[config.mk]
export PLATFORM = sky130hd
export DESIGN_NAME = differential_drive_heading_control
export DESIGN_NICKNAME = d
export VERILOG_FILES = /design/src/hdc_pkg.sv /design/src/hdc_volts.sv /design/src/differential_drive_heading_control.sv
export SDC_FILE = /design/constraint.sdc
export NUM_CORES = 2
export LEC_CHECK = 0
export ABC_AREA = 1
export ABC_CLOCK_PERIOD_IN_PS = 45300
export BUFFER_PORTS_ARGS = -buffer_cell sky130_fd_sc_hd__buf_2
export CORE_MARGIN = 1.5
export CORE_UTILIZATION = 60
export DETAILED_ROUTE_END_ITERATION = 12
export PLACE_DENSITY = 0.79
export SLEW_MARGIN = 0
export SYNTH_ARGS = -nofsm -noshare
export SYNTH_HDL_FRONTEND = slang
export SYNTH_SLANG_ARGS = --single-unit
[constraint.sdc]
create_clock -name clk -period 45.3 [get_ports clk]
set_input_delay 9.06 -clock clk [delete_from_list [all_inputs] [get_ports clk]]
set_output_delay 9.06 -clock clk [all_outputs]
set_load 0.03 [all_outputs]
[src/hdc_pkg.sv]
// Shared types and constants for the differential drive heading controller.
// Used by hdc_volts and differential_drive_heading_control; no dependencies.
package hdc_pkg;

  // Drive mode codes, as loaded by a command request and reported on the output.
  typedef logic [1:0] mode_t;
  localparam mode_t MODE_USER     = 2'd0;
  localparam mode_t MODE_HEADING  = 2'd1;
  localparam mode_t MODE_DISTANCE = 2'd2;
  localparam mode_t MODE_SPARE    = 2'd3;

  // Request opcodes.
  localparam logic OP_TICK = 1'b0;
  localparam logic OP_LOAD = 1'b1;

  // Configuration register indexes.
  typedef logic [2:0] cfg_idx_t;
  localparam cfg_idx_t REG_STICK_DEADZONE  = 3'd0;
  localparam cfg_idx_t REG_MAX_TURN        = 3'd1;
  localparam cfg_idx_t REG_MAX_SLOW_TURN   = 3'd2;
  localparam cfg_idx_t REG_MIN_TURN        = 3'd3;
  localparam cfg_idx_t REG_MIN_DRIVE       = 3'd4;
  localparam cfg_idx_t REG_PULSE_ON        = 3'd5;
  localparam cfg_idx_t REG_PULSE_OFF       = 3'd6;

  // Configuration reset values.
  localparam logic [6:0] RST_STICK_DEADZONE = 7'd10;
  localparam logic [6:0] RST_MAX_TURN       = 7'd80;
  localparam logic [6:0] RST_MAX_SLOW_TURN  = 7'd40;
  localparam logic [6:0] RST_MIN_TURN       = 7'd30;
  localparam logic [6:0] RST_MIN_DRIVE      = 7'd25;
  localparam logic [5:0] RST_PULSE_ON       = 6'd1;
  localparam logic [5:0] RST_PULSE_OFF      = 6'd16;

  // Heading arithmetic, in 1/16 degree.
  localparam logic signed [15:0] HEADING_FULL = 16'sd5760;
  localparam logic signed [15:0] HEADING_HALF = 16'sd2880;
  localparam logic signed [13:0] FACE_NONE    = -14'sd1;

  // Distance scaling saturates at this many encoder degrees.
  localparam logic [4:0] DIST_FULL = 5'd16;

  // Stick square: floor(x / 127) is estimated as (x * STICK_RECIP) >> 22,
  // which is low by at most one and then corrected.
  localparam logic [6:0]  STICK_DIV   = 7'd127;
  localparam logic [15:0] STICK_RECIP = 16'((64'd1 << 22) / 64'd127);

  // Voltage: 12000 * s / (127 * 256) equals 375 * s / 1016 exactly.
  localparam logic [8:0]  VOLT_MUL   = 9'd375;
  localparam logic [9:0]  VOLT_DIV   = 10'd1016;
  localparam logic [22:0] VOLT_RECIP = 23'((64'd375 << 24) / 64'd1016);
  localparam logic [13:0] VOLT_MAX   = 14'd12000;

  // Load enables for the stages of the voltage converter.
  typedef struct packed {
    logic abs_load;
    logic est_load;
    logic out_load;
  } volt_adv_t;

endpackage

[src/hdc_volts.sv]
// Speed sum to saturated motor voltage, three register stages.
// Depends on hdc_pkg for the scaling constants and the stage enable struct.
module hdc_volts (
  input  logic                   clk,
  input  hdc_pkg::volt_adv_t     adv,
  input  logic signed [17:0]     sum,
  output logic signed [14:0]     volt
);
  import hdc_pkg::*;

  logic [16:0]        mag_r;
  logic               neg_r;
  logic [16:0]        mag2_r;
  logic               neg2_r;
  logic [14:0]        est_r;
  logic signed [14:0] volt_r;

  logic [16:0] mag_nxt;
  logic [39:0] prod;
  logic [14:0] est_nxt;
  logic [25:0] exact;
  logic [25:0] back;
  logic [25:0] rem;
  logic [15:0] quot;
  logic [13:0] sat;
  logic signed [14:0] volt_nxt;

  // Magnitude and sign of the speed sum.
  assign mag_nxt = sum[17] ? 17'(-sum) : 17'(sum);

  // Reciprocal estimate of floor(mag * 375 / 1016), low by at most one.
  assign prod    = 40'(mag_r) * 40'(VOLT_RECIP);
  assign est_nxt = prod[38:24];

  // Exact remainder check, then saturation and sign.
  always_comb begin
    exact = 26'(mag2_r) * 26'(VOLT_MUL);
    back  = 26'(est_r) * 26'(VOLT_DIV);
    rem   = exact - back;
    quot  = (rem >= 26'(VOLT_DIV)) ? (16'(est_r) + 16'd1) : 16'(est_r);
    sat   = (quot > 16'(VOLT_MAX)) ? VOLT_MAX : quot[13:0];
    volt_nxt = neg2_r ? 15'(-$signed({1'b0, sat})) : $signed({1'b0, sat});
  end

  always_ff @(posedge clk) begin
    if (adv.abs_load) begin
      mag_r <= mag_nxt;
      neg_r <= sum[17];
    end
    if (adv.est_load) begin
      est_r  <= est_nxt;
      mag2_r <= mag_r;
      neg2_r <= neg_r;
    end
    if (adv.out_load) begin
      volt_r <= volt_nxt;
    end
  end

  assign volt = volt_r;

endmodule

[src/differential_drive_heading_control.sv]
// Differential drive heading controller: control ticks in, motor voltages out.
// Depends on hdc_pkg and instantiates hdc_volts for each motor side.
//
//   channel  direction  handshake          contents
//   in_      input      in_valid/in_stall  tick or command request
//   out_     output     out_valid/out_stall right/left voltage, active mode
//   cfg_     input      cfg_we             register index and data
//
// One request is accepted per cycle while in_stall is low. A tick passes
// through input register, state/turn stage, scaling multiply,
// correction/sum, and the three voltage converter stages. A command request
// updates the mode state as it leaves the input register and gives no result.
// Reset (synchronous, rst_n low) empties the pipeline and restores state
// and config registers. An output stall backs up stage by stage; bubbles close.
module differential_drive_heading_control (
  input  logic                     clk,
  input  logic                     rst_n,
  input  logic                     in_valid,
  output logic                     in_stall,
  input  logic                     in_opcode,
  input  logic signed [7:0]        in_stick_forward,
  input  logic signed [7:0]        in_stick_turn,
  input  logic                     in_cancel_pressed,
  input  logic [12:0]              in_heading,
  input  logic signed [23:0]       in_encoder_average,
  input  hdc_pkg::mode_t           in_new_mode,
  input  logic signed [13:0]       in_new_face_heading,
  input  logic signed [7:0]        in_new_drive_speed,
  input  logic signed [23:0]       in_new_target_position,
  input  logic                     in_new_slow_turn,
  output logic                     out_valid,
  input  logic                     out_stall,
  output logic signed [14:0]       out_right_voltage,
  output logic signed [14:0]       out_left_voltage,
  output hdc_pkg::mode_t           out_active_mode,
  input  logic                     cfg_we,
  input  hdc_pkg::cfg_idx_t        cfg_index,
  input  logic [6:0]               cfg_data
);
  import hdc_pkg::*;

  typedef struct packed {
    logic               opcode;
    logic signed [7:0]  stick_forward;
    logic signed [7:0]  stick_turn;
    logic               cancel_pressed;
    logic [12:0]        heading;
    logic signed [23:0] encoder_average;
    mode_t              new_mode;
    logic signed [13:0] new_face_heading;
    logic signed [7:0]  new_drive_speed;
    logic signed [23:0] new_target_position;
    logic               new_slow_turn;
  } item_t;

  // Squares a stick value's magnitude after the deadzone.
  function automatic logic [14:0] stick_square(logic [7:0] v, logic [6:0] dz);
    logic [7:0] mag;
    logic [7:0] m;
    mag = v[7] ? (~v + 8'd1) : v;
    m   = (mag < {1'b0, dz}) ? 8'd0 : mag;
    return 15'({7'd0, m} * {7'd0, m});
  endfunction

  // Corrects a low-by-one estimate of floor(sq * 256 / 127).
  function automatic logic [15:0] fix_est(logic [15:0] est, logic [14:0] sq);
    logic [22:0] x;
    logic [22:0] m;
    logic [22:0] r;
    x = {sq, 8'd0};
    m = {est, 7'd0} - {7'd0, est};
    r = x - m;
    return (r >= 23'(STICK_DIV)) ? (est + 16'd1) : est;
  endfunction

  // Configuration registers.
  logic [6:0] deadzone_r, max_turn_r, max_slow_turn_r, min_turn_r, min_drive_r;
  logic [5:0] pulse_on_r, pulse_off_r;

  // Controller state.
  mode_t              mode_r;
  logic signed [13:0] face_r;
  logic signed [7:0]  auto_speed_r;
  logic signed [23:0] target_r;
  logic               slow_r;
  logic [6:0]         pulse_cnt_r;

  // Pipeline stages.
  logic               s1_valid_r;
  item_t              s1_item_r;

  logic               s2_valid_r;
  logic [14:0]        s2_fwd_sq_r, s2_turn_sq_r;
  logic               s2_fwd_neg_r, s2_turn_neg_r;
  logic               s2_auto_r, s2_cancel_r;
  logic signed [7:0]  s2_speed_r;
  logic [4:0]         s2_dist_r;
  logic signed [16:0] s2_turn_auto_r;
  mode_t              s2_mode_r;

  logic               s3_valid_r;
  logic [15:0]        s3_fwd_est_r, s3_turn_est_r;
  logic [14:0]        s3_fwd_sq_r, s3_turn_sq_r;
  logic               s3_fwd_neg_r, s3_turn_neg_r;
  logic               s3_auto_r, s3_cancel_r;
  logic signed [16:0] s3_fwd_auto_r, s3_turn_auto_r;
  mode_t              s3_mode_r;

  logic               s4_valid_r;
  logic signed [17:0] s4_sum_right_r, s4_sum_left_r;
  mode_t              s4_mode_r;

  logic               s5_valid_r;
  mode_t              s5_mode_r;
  logic               s6_valid_r;
  mode_t              s6_mode_r;
  logic               out_valid_r;
  mode_t              out_mode_r;

  // Flow control: each stage takes new data when empty or when it drains.
  logic ready_out, ready6, ready5, ready4, ready3, ready2, ready1;
  logic s1_tick, leave1, accept;

  assign ready_out = !out_valid_r || !out_stall;
  assign ready6    = !s6_valid_r || ready_out;
  assign ready5    = !s5_valid_r || ready6;
  assign ready4    = !s4_valid_r || ready5;
  assign ready3    = !s3_valid_r || ready4;
  assign ready2    = !s2_valid_r || ready3;
  assign s1_tick   = (s1_item_r.opcode == OP_TICK);
  assign leave1    = s1_valid_r && (!s1_tick || ready2);
  assign ready1    = !s1_valid_r || leave1;
  assign accept    = in_valid && ready1;
  assign in_stall  = !ready1;

  // Configuration writes.
  always_ff @(posedge clk) begin
    if (!rst_n) begin
      deadzone_r      <= RST_STICK_DEADZONE;
      max_turn_r      <= RST_MAX_TURN;
      max_slow_turn_r <= RST_MAX_SLOW_TURN;
      min_turn_r      <= RST_MIN_TURN;
      min_drive_r     <= RST_MIN_DRIVE;
      pulse_on_r      <= RST_PULSE_ON;
      pulse_off_r     <= RST_PULSE_OFF;
    end else if (cfg_we) begin
      case (cfg_index)
        REG_STICK_DEADZONE: deadzone_r      <= cfg_data;
        REG_MAX_TURN:       max_turn_r      <= cfg_data;
        REG_MAX_SLOW_TURN:  max_slow_turn_r <= cfg_data;
        REG_MIN_TURN:       min_turn_r      <= cfg_data;
        REG_MIN_DRIVE:      min_drive_r     <= cfg_data;
        REG_PULSE_ON:       pulse_on_r      <= cfg_data[5:0];
        REG_PULSE_OFF:      pulse_off_r     <= cfg_data[5:0];
        default: ;
      endcase
    end
  end

  // Input register.
  always_ff @(posedge clk) begin
    if (!rst_n) begin
      s1_valid_r <= 1'b0;
    end else if (accept) begin
      s1_valid_r <= 1'b1;
    end else if (leave1) begin
      s1_valid_r <= 1'b0;
    end
  end

  always_ff @(posedge clk) begin
    if (accept) begin
      s1_item_r <= '{
        opcode:              in_opcode,
        stick_forward:       in_stick_forward,
        stick_turn:          in_stick_turn,
        cancel_pressed:      in_cancel_pressed,
        heading:             in_heading,
        encoder_average:     in_encoder_average,
        new_mode:            in_new_mode,
        new_face_heading:    in_new_face_heading,
        new_drive_speed:     in_new_drive_speed,
        new_target_position: in_new_target_position,
        new_slow_turn:       in_new_slow_turn
      };
    end
  end

  // Stage A: heading error, turn clamp and pulse, distance factor, sticks.
  logic               auto_on, face_none, err_neg, small_turn, boost, pulse_wrap;
  logic signed [15:0] err0, err1, err2, err3, lim_s;
  logic [10:0]        err_mag, turn_mag;
  logic [9:0]         min_turn8;
  logic [6:0]         pulse_inc, pulse_span;
  logic signed [16:0] turn_q8, turn_auto;
  logic signed [24:0] dist_diff;
  logic [24:0]        dist_abs;
  logic [4:0]         dist_sel;
  mode_t              load_mode, mode_after;

  always_comb begin
    auto_on   = (mode_r != MODE_USER);
    face_none = (face_r == FACE_NONE);

    err0 = $signed({3'b000, s1_item_r.heading}) - $signed({{2{face_r[13]}}, face_r});
    err1 = (err0 < 16'sd0) ? (err0 + HEADING_FULL) : err0;
    err2 = (err1 > HEADING_HALF) ? (err1 - HEADING_FULL) : err1;
    lim_s = $signed({6'd0, (slow_r ? max_slow_turn_r : max_turn_r), 3'd0});
    if (err2 > lim_s) begin
      err3 = lim_s;
    end else if (err2 < -lim_s) begin
      err3 = -lim_s;
    end else begin
      err3 = err2;
    end
    err_neg = err3[15];
    err_mag = err_neg ? 11'(-err3) : 11'(err3);

    // Small errors get a minimum power pulse.
    min_turn8  = {min_turn_r, 3'd0};
    small_turn = (err_mag < {1'b0, min_turn8});
    pulse_inc  = pulse_cnt_r + 7'd1;
    pulse_span = {1'b0, pulse_on_r} + {1'b0, pulse_off_r};
    boost      = (pulse_inc > {1'b0, pulse_off_r});
    pulse_wrap = (pulse_inc > pulse_span);
    if (face_none) begin
      turn_mag = 11'd0;
    end else if (small_turn && boost) begin
      turn_mag = {1'b0, min_turn8};
    end else begin
      turn_mag = err_mag;
    end
    turn_q8   = $signed({1'b0, turn_mag, 5'd0});
    turn_auto = err_neg ? -turn_q8 : turn_q8;

    // Remaining distance, saturated; heading mode runs at full speed.
    dist_diff = $signed({target_r[23], target_r}) -
                $signed({s1_item_r.encoder_average[23], s1_item_r.encoder_average});
    dist_abs  = dist_diff[24] ? 25'(-dist_diff) : 25'(dist_diff);
    if (mode_r == MODE_HEADING || dist_abs > 25'(DIST_FULL)) begin
      dist_sel = DIST_FULL;
    end else begin
      dist_sel = dist_abs[4:0];
    end

    load_mode  = (s1_item_r.new_mode == MODE_SPARE) ? MODE_HEADING : s1_item_r.new_mode;
    mode_after = s1_item_r.cancel_pressed ? MODE_USER : mode_r;
  end

  // State updates happen as a request leaves the input register.
  always_ff @(posedge clk) begin
    if (!rst_n) begin
      mode_r       <= MODE_USER;
      face_r       <= FACE_NONE;
      auto_speed_r <= 8'sd0;
      target_r     <= 24'sd0;
      slow_r       <= 1'b0;
      pulse_cnt_r  <= 7'd0;
    end else if (leave1) begin
      if (!s1_tick) begin
        mode_r       <= load_mode;
        face_r       <= s1_item_r.new_face_heading;
        auto_speed_r <= s1_item_r.new_drive_speed;
        target_r     <= s1_item_r.new_target_position;
        slow_r       <= s1_item_r.new_slow_turn;
      end else begin
        if (auto_on && small_turn) begin
          pulse_cnt_r <= pulse_wrap ? 7'd0 : pulse_inc;
        end
        if (s1_item_r.cancel_pressed) begin
          face_r <= FACE_NONE;
          mode_r <= MODE_USER;
        end
      end
    end
  end

  always_ff @(posedge clk) begin
    if (ready2) begin
      s2_fwd_sq_r    <= stick_square(s1_item_r.stick_forward, deadzone_r);
      s2_fwd_neg_r   <= s1_item_r.stick_forward[7];
      s2_turn_sq_r   <= stick_square(s1_item_r.stick_turn, deadzone_r);
      s2_turn_neg_r  <= s1_item_r.stick_turn[7];
      s2_auto_r      <= auto_on;
      s2_cancel_r    <= s1_item_r.cancel_pressed;
      s2_speed_r     <= auto_speed_r;
      s2_dist_r      <= dist_sel;
      s2_turn_auto_r <= turn_auto;
      s2_mode_r      <= mode_after;
    end
  end

  // Stage B: stick reciprocal estimates, auto speed scaling and minimum.
  logic [30:0]        fwd_prod, turn_prod;
  logic signed [13:0] speed_dist;
  logic signed [16:0] fwd_raw, fwd_min, fwd_auto;

  always_comb begin
    fwd_prod   = 31'(s2_fwd_sq_r) * 31'(STICK_RECIP);
    turn_prod  = 31'(s2_turn_sq_r) * 31'(STICK_RECIP);
    speed_dist = s2_speed_r * $signed({1'b0, s2_dist_r});
    fwd_raw    = $signed({speed_dist[12:0], 4'd0});
    fwd_min    = $signed({2'b00, min_drive_r, 8'd0});
    if (fwd_raw > 17'sd0 && fwd_raw < fwd_min) begin
      fwd_auto = fwd_min;
    end else if (fwd_raw < 17'sd0 && fwd_raw > -fwd_min) begin
      fwd_auto = -fwd_min;
    end else begin
      fwd_auto = fwd_raw;
    end
  end

  always_ff @(posedge clk) begin
    if (ready3) begin
      s3_fwd_est_r   <= fwd_prod[29:14];
      s3_turn_est_r  <= turn_prod[29:14];
      s3_fwd_sq_r    <= s2_fwd_sq_r;
      s3_turn_sq_r   <= s2_turn_sq_r;
      s3_fwd_neg_r   <= s2_fwd_neg_r;
      s3_turn_neg_r  <= s2_turn_neg_r;
      s3_auto_r      <= s2_auto_r;
      s3_cancel_r    <= s2_cancel_r;
      s3_fwd_auto_r  <= fwd_auto;
      s3_turn_auto_r <= s2_turn_auto_r;
      s3_mode_r      <= s2_mode_r;
    end
  end

  // Stage C: finish the stick squares, pick the source, form both sums.
  logic [15:0]        fwd_q, turn_q;
  logic signed [16:0] fwd_user, turn_user, fwd_sel, turn_sel;

  always_comb begin
    fwd_q     = fix_est(s3_fwd_est_r, s3_fwd_sq_r);
    turn_q    = fix_est(s3_turn_est_r, s3_turn_sq_r);
    fwd_user  = s3_fwd_neg_r ? -$signed({1'b0, fwd_q}) : $signed({1'b0, fwd_q});
    turn_user = s3_turn_neg_r ? -$signed({1'b0, turn_q}) : $signed({1'b0, turn_q});
    if (s3_cancel_r) begin
      fwd_sel  = 17'sd0;
      turn_sel = 17'sd0;
    end else if (s3_auto_r) begin
      fwd_sel  = s3_fwd_auto_r;
      turn_sel = s3_turn_auto_r;
    end else begin
      fwd_sel  = fwd_user;
      turn_sel = turn_user;
    end
  end

  always_ff @(posedge clk) begin
    if (ready4) begin
      s4_sum_right_r <= $signed({fwd_sel[16], fwd_sel}) - $signed({turn_sel[16], turn_sel});
      s4_sum_left_r  <= $signed({fwd_sel[16], fwd_sel}) + $signed({turn_sel[16], turn_sel});
      s4_mode_r      <= s3_mode_r;
    end
  end

  // Voltage conversion stages, one converter per side.
  volt_adv_t volt_adv;

  assign volt_adv = '{abs_load: ready5, est_load: ready6, out_load: ready_out};

  hdc_volts u_volts_right (
    .clk  (clk),
    .adv  (volt_adv),
    .sum  (s4_sum_right_r),
    .volt (out_right_voltage)
  );

  hdc_volts u_volts_left (
    .clk  (clk),
    .adv  (volt_adv),
    .sum  (s4_sum_left_r),
    .volt (out_left_voltage)
  );

  always_ff @(posedge clk) begin
    if (ready5) begin
      s5_mode_r <= s4_mode_r;
    end
    if (ready6) begin
      s6_mode_r <= s5_mode_r;
    end
    if (ready_out) begin
      out_mode_r <= s6_mode_r;
    end
  end

  // Stage valid bits.
  always_ff @(posedge clk) begin
    if (!rst_n) begin
      s2_valid_r  <= 1'b0;
      s3_valid_r  <= 1'b0;
      s4_valid_r  <= 1'b0;
      s5_valid_r  <= 1'b0;
      s6_valid_r  <= 1'b0;
      out_valid_r <= 1'b0;
    end else begin
      if (ready2) begin
        s2_valid_r <= leave1 && s1_tick;
      end
      if (ready3) begin
        s3_valid_r <= s2_valid_r;
      end
      if (ready4) begin
        s4_valid_r <= s3_valid_r;
      end
      if (ready5) begin
        s5_valid_r <= s4_valid_r;
      end
      if (ready6) begin
        s6_valid_r <= s5_valid_r;
      end
      if (ready_out) begin
        out_valid_r <= s6_valid_r;
      end
    end
  end

  assign out_valid       = out_valid_r;
  assign out_active_mode = out_mode_r;

endmodule
Yosys cells after proc, flatten, opt, wreduce, memory -nomap -nowiden. Index checks and enable logic that the tools add are counted.

Flip-flop bits (word level): 558. Output and inout port bits: 34.

Equality and inequality tests: 9. Reduce and logical (&&, ||, !) cells: 40. Add/sub/neg operators: 31. $mul: 11. Magnitude comparators: 20. Multiplexer cells: 40. Bitwise gates (word level): 4.

Operators with widths (count): 17-bit 2-to-1 mux (9); 16-bit 2-to-1 mux (9); 14-bit 2-to-1 mux (6); 17-bit by 23-bit multiplier with 39-bit output (second input constant) (2); 15-bit by 15-bit multiplier with 29-bit output (second input constant) (2); 26-bit by 10-bit >= comparator with 1-bit output (second input constant) (2); 17-bit by 9-bit multiplier with 26-bit output (second input constant) (2); 26-bit by 25-bit subtractor with 26-bit output (2); 16-bit negator with 17-bit output (3); 23-bit by 7-bit >= comparator with 1-bit output (second input constant) (2); 23-bit by 16-bit subtractor with 23-bit output (2); 23-bit subtractor (2); 15-bit by 7-bit multiplier with 22-bit output (second input constant) (2); 17-bit negator (2); 11-bit 2-to-1 mux (3); 15-bit by 1-bit adder with 16-bit output (second input constant) (2); 16-bit by 1-bit adder with 16-bit output (second input constant) (2); 16-bit by 14-bit greater-than comparator with 1-bit output (second input constant) (2); 8-bit 2-to-1 mux (4); 8-bit by 8-bit multiplier with 15-bit output (2); 14-bit negator with 15-bit output (2); 25-bit by 5-bit greater-than comparator with 1-bit output (second input constant) (1); 25-bit 2-to-1 mux (1); 25-bit negator (1); other kinds (45) (88).

Logic depth before layout (Yosys ltp).
Word-level depth: 16. Gate-level depth with buffers: 65.

Hierarchy. From an unflattened synthesis, not the netlist that was laid out.

Cells, all modules: 7565. Area total of the unflattened synthesis: 65491.6 um2.

Modules (own cells, without submodules): differential_drive_heading_control (area each 31984.4 um2, cells each 3762, instances 1); hdc_volts (u_volts_left) (area each 16791.1 um2, cells each 1909, instances 1); hdc_volts (u_volts_right) (area each 16716.0 um2, cells each 1894, instances 1).

Worst setup path after synthesis. Ideal clock, no wire load.

Path type: in2out. Start point: in out_stall. End point: out in_stall. Buffers on the path: 0. Arrival: 16.835 ns. Slack: 19.405 ns. Stages on the path: 12. Data required time: 36.240 ns. Path through: nand2_1 nor2_1 inv_1 nor2_1 inv_1 nor2_1 inv_1 nor2_1 inv_1 nor2_1 inv_1 nor3_1.

Longest elaborated chain between the ends: 11.

RTL lines: start, declared (line differential_drive_heading_control.sv:32) `input logic out_stall,`; 1-bit zero test (line differential_drive_heading_control.sv:124) `assign ready_out = !out_valid_r || !out_stall;`; 1-bit logical OR (line differential_drive_heading_control.sv:124); 1-bit logical OR (line differential_drive_heading_control.sv:125) `assign ready6 = !s6_valid_r || ready_out;`; via ready6 (line differential_drive_heading_control.sv:121) `logic ready_out, ready6, ready5, ready4, ready3, ready2, ready1;`; 1-bit logical OR (line differential_drive_heading_control.sv:126) `assign ready5 = !s5_valid_r || ready6;`; via ready5 (line differential_drive_heading_control.sv:121); 1-bit logical OR (line differential_drive_heading_control.sv:127) `assign ready4 = !s4_valid_r || ready5;`; via ready4 (line differential_drive_heading_control.sv:121); 1-bit logical OR (line differential_drive_heading_control.sv:128) `assign ready3 = !s3_valid_r || ready4;`; via ready3 (line differential_drive_heading_control.sv:121); 1-bit logical OR (line differential_drive_heading_control.sv:129) `assign ready2 = !s2_valid_r || ready3;`; via ready2 (line differential_drive_heading_control.sv:121); 1-bit logical OR (line differential_drive_heading_control.sv:131) `assign leave1 = s1_valid_r && (!s1_tick || ready2);`; 1-bit logical AND (line differential_drive_heading_control.sv:131); 1-bit logical OR (line differential_drive_heading_control.sv:132) `assign ready1 = !s1_valid_r || leave1;`; 1-bit zero test (line differential_drive_heading_control.sv:134) `assign in_stall = !ready1;`; end, declared (line differential_drive_heading_control.sv:19) `output logic in_stall,`.

The timed path passes the listed nets, and every way through them passes these cells.

Final worst setup path.
Start point: in out_stall. End point: out in_stall.

Longest elaborated chain between the ends: 11.

RTL lines (line): 1-bit zero test (differential_drive_heading_control.sv:124); 1-bit logical OR (differential_drive_heading_control.sv:124); via ready_out (differential_drive_heading_control.sv:121); 1-bit logical OR (differential_drive_heading_control.sv:125); via ready6 (differential_drive_heading_control.sv:121); 1-bit logical OR (differential_drive_heading_control.sv:126); via ready5 (differential_drive_heading_control.sv:121); 1-bit logical OR (differential_drive_heading_control.sv:127); via ready4 (differential_drive_heading_control.sv:121); 1-bit logical OR (differential_drive_heading_control.sv:128); via ready3 (differential_drive_heading_control.sv:121); 1-bit logical OR (differential_drive_heading_control.sv:129); via ready2 (differential_drive_heading_control.sv:121); 1-bit logical OR (differential_drive_heading_control.sv:131); 1-bit logical AND (differential_drive_heading_control.sv:131); 1-bit logical OR (differential_drive_heading_control.sv:132); 1-bit zero test (differential_drive_heading_control.sv:134).

The timed path passes the listed nets, and every way through them passes these cells.

==> results.ini <==
[die]
start_util_pct=60.5
num_rows=118
floorplan.core_area_um2=104000
die_w_um=326
dieArea_um2=107000
ios=153
die_y_um=326

[cells_and_area]
drive_above_1_share_pct=5.49
fillCellCount=8200
antenna_cells_inserted=0
seq_area_um2=15000
final_net_count=8811
area_growth_pct=7.37
multi_input_area_um2=41600

[global_route]
grt_usage_pct=25.6
grt_antenna_before_repair=0
grt_pass1_wl_mm=224
gr-total-overflow=0
grt_start_max_net_pins=96
first_global_vias=47700

[setup_path]
cp_data_required_time_ns=36.24
worst-endpoint-arrival_ns=12.46
crit_chain=buf_2 > nand2_2 > buf_4 > nor2_1 > inv_2 > nor2_1 > inv_1 > nor2_1 > inv_1 > nor2_1 > clkinv_2 > nor2_1 > inv_2 > buf_4 > nor3_1 > buf_2
ff2ff_setup_slack_ns=32.61
worstSetupStartpointType=input port
worst_setup_path_endpoint=in_stall
crit_type=input port to output pin
cp_common_cell=sky130_fd_sc_hd__nor2_1
worst_path_dominant_cell_family=buffers and inverters
reg2reg_depth=51
worst_r2r_endpoint=u_volts_left.volt[8]
critical_path_depth=16
path_max_fanout=61
worst_setup_path_end_kind=output pin
crit_path_start=out_stall
delay_of_the_slowest_cell_on_the_worst_path_ns=0.64
worst-path-buf-inv=9
crit-reg2reg-launch=u_volts_left.est_r[3]
critical-path-slowest-cell=sky130_fd_sc_hd__nor3_1

[sta]
timing.fmax_mhz=46.5
finalSetupTns_ns=0
final_hold_viols=0
rsz0062_at_grt=no
slew-limit-headroom_pct=26.1
tmin_final_ns=21.52
fin_crit_sh_pct=47.5
setup_clock_skew_after_layout_ns=0.0281
worst_pin_slew_ns=1.11
final-max-slew-violation-count=0
setup_viol_count_final=0

[synthesis]
yosysSeqAreaShare_pct=23.9
synth_enable_flop_cells=427
yosys_synthesis_warning_count=0
postSynthAreaPerCell_um2=9.05
synth_top_flop_cell=sky130_fd_sc_hd__edfxtp_1
asyncSetResetFlopFracSynth_pct=0
synth.distinct_cells=61
synthCells=6934
syn-cell-area_um2=62700
synth.ff_latch_count=537

[cts]
cts_htree_levels=3
clk-insertion-delay-late_ns=0.64
cts_tree=done
postCtsHoldBufs=0
max-clock-path-buffers=3
cts.sink_count=537
cts.reportedPaths.clkPinSlew_ns=0.07
cts_buffers=67
cell_chosen_for_the_clock_root=sky130_fd_sc_hd__clkbuf_16
postCtsSetupBuffers=0
post_cts.resized_instances=0

[route]
dr.first_iter.drc_count=2571
antenna_left=0
via_count=45600
routedWlPerCell_um=15.5
drt-pass1-iter-count=6
drc=0
via_to_cell_ratio=5.33
wl_mm=133

[job]
cap_viol_max_count=0

[place]
io_buffers=152
place.gp.congestion=0.977
dp_hpwl_mm=109

[outcome]
run_status=completed

[hold_path]
holdCritPathClass=flop to flop

-- flip-flops by register name, indices dropped and copies added (netlist names), 15 cells and up --
register,cells
s1_item_r,104
s3_fwd_est_r,16
s3_turn_est_r,16
s4_sum_left_r,17
s4_sum_right_r,18
target_r,24
u_volts_left.est_r,15
u_volts_left.mag2_r,16
u_volts_left.mag_r,17
u_volts_left.volt,15
u_volts_right.est_r,15
u_volts_right.mag2_r,17
u_volts_right.mag_r,16
u_volts_right.volt,15
-- how the worst min path moves through the flow --
stage,cells after the start,end,startpoint,slack (ns)
3_5_place_dp,0,s3_cancel_r,s2_cancel_r,0.40
2_1_floorplan,0,out_active_mode[0],s6_mode_r[0],0.40
6_report,0,s3_turn_auto_r[11],s2_turn_auto_r[11],0.41
4_1_cts,0,s3_turn_auto_r[11],s2_turn_auto_r[11],0.40
5_1_grt,0,s3_turn_auto_r[10],s2_turn_auto_r[10],0.41
3_3_place_gp,0,s3_turn_auto_r[11],s2_turn_auto_r[11],0.40
-- cell usage in the layout (no fill, tap or decap), drive strengths merged, types with 22 or more instances in the layout --
| master | n |
|---|---|
| dfxtp | 110 |
| nor3 | 73 |
| nor4 | 31 |
| inv | 1567 |
| nand2 | 947 |
| nand3 | 225 |
| xnor2 | 121 |
| nand4 | 61 |
| clkinv | 29 |
| edfxtp | 427 |
| clkbuf | 82 |
| buf | 163 |
| o31ai | 22 |
| ha | 924 |
| o21ai | 303 |
| fa | 658 |
| o211ai | 26 |
| a21oi | 350 |
| o21bai | 43 |
| nor2 | 494 |
| xor2 | 330 |
-- metrics by stage --
| step | util [%] | area (um^2) | cells | setup WS, ns | hold slack (ns) |
|---|---|---|---|---|---|
| 5_1_grt | 65.0 | 67400 | 8543 | 23.45 | 0.414 |
| 3_3_place_gp | 62.8 | 65100 | 8421 | 23.83 | 0.403 |
| 4_1_cts | 65.0 | 67400 | 8543 | 23.72 | 0.404 |
| 3_5_place_dp | 62.8 | 65100 | 8421 | 23.77 | 0.405 |
| 2_1_floorplan | - | 62800 | 6944 | 19.41 | 0.400 |
| 6_report | 65.0 | 67400 | 8543 | 23.78 | 0.407 |
-- cell type report --
class | instances | share of cell area [%]
multi-input cells | 4778 | 61.8
repair buffers | 163 | 1.25
well taps | 1380 | 2.56
inverters | 1563 | 8.71
clock inverters | 40 | 0.606
clock buffers | 82 | 2.80
flip-flops and latches | 537 | 22.3
-- kinds of logic after synthesis --
group	synth area share, %
adder cells (fa/ha/maj)	39.4
AND/OR/NAND/NOR	12.8
buffers and inverters	9.82
AO/OA/AOI/OAI	7.66
XOR/XNOR	6.30
other	0.0120
flip-flops	23.9
-- per-layer routing --
metal / wire (um) / global-route usage (%)
met1: 54400 / 30.9
met4: 4850 / 9.22
met5: 0 / 0
met2: 67700 / 46.9
met3: 5670 / 3.00
-- Yosys cell counts, types with 61 or more instances --
| cell | n | area (um^2) |
|---|---|---|
| sky130_fd_sc_hd__a21oi_1 | 347 | 1740 |
| sky130_fd_sc_hd__dfxtp_1 | 110 | 2200 |
| sky130_fd_sc_hd__edfxtp_1 | 427 | 12800 |
| sky130_fd_sc_hd__fa_1 | 658 | 13200 |
| sky130_fd_sc_hd__ha_1 | 924 | 11600 |
| sky130_fd_sc_hd__inv_1 | 1537 | 5770 |
| sky130_fd_sc_hd__nand2_1 | 913 | 3430 |
| sky130_fd_sc_hd__nand3_1 | 213 | 1070 |
| sky130_fd_sc_hd__nand4_1 | 61 | 382 |
| sky130_fd_sc_hd__nor2_1 | 475 | 1780 |
| sky130_fd_sc_hd__nor3_1 | 73 | 365 |
| sky130_fd_sc_hd__o21ai_0 | 263 | 1320 |
| sky130_fd_sc_hd__xnor2_1 | 121 | 1060 |
| sky130_fd_sc_hd__xor2_1 | 330 | 2890 |
Power is left out: the tool's default activity adds up to more than one toggle a clock period on the data nets, which glitch-free logic cannot reach.
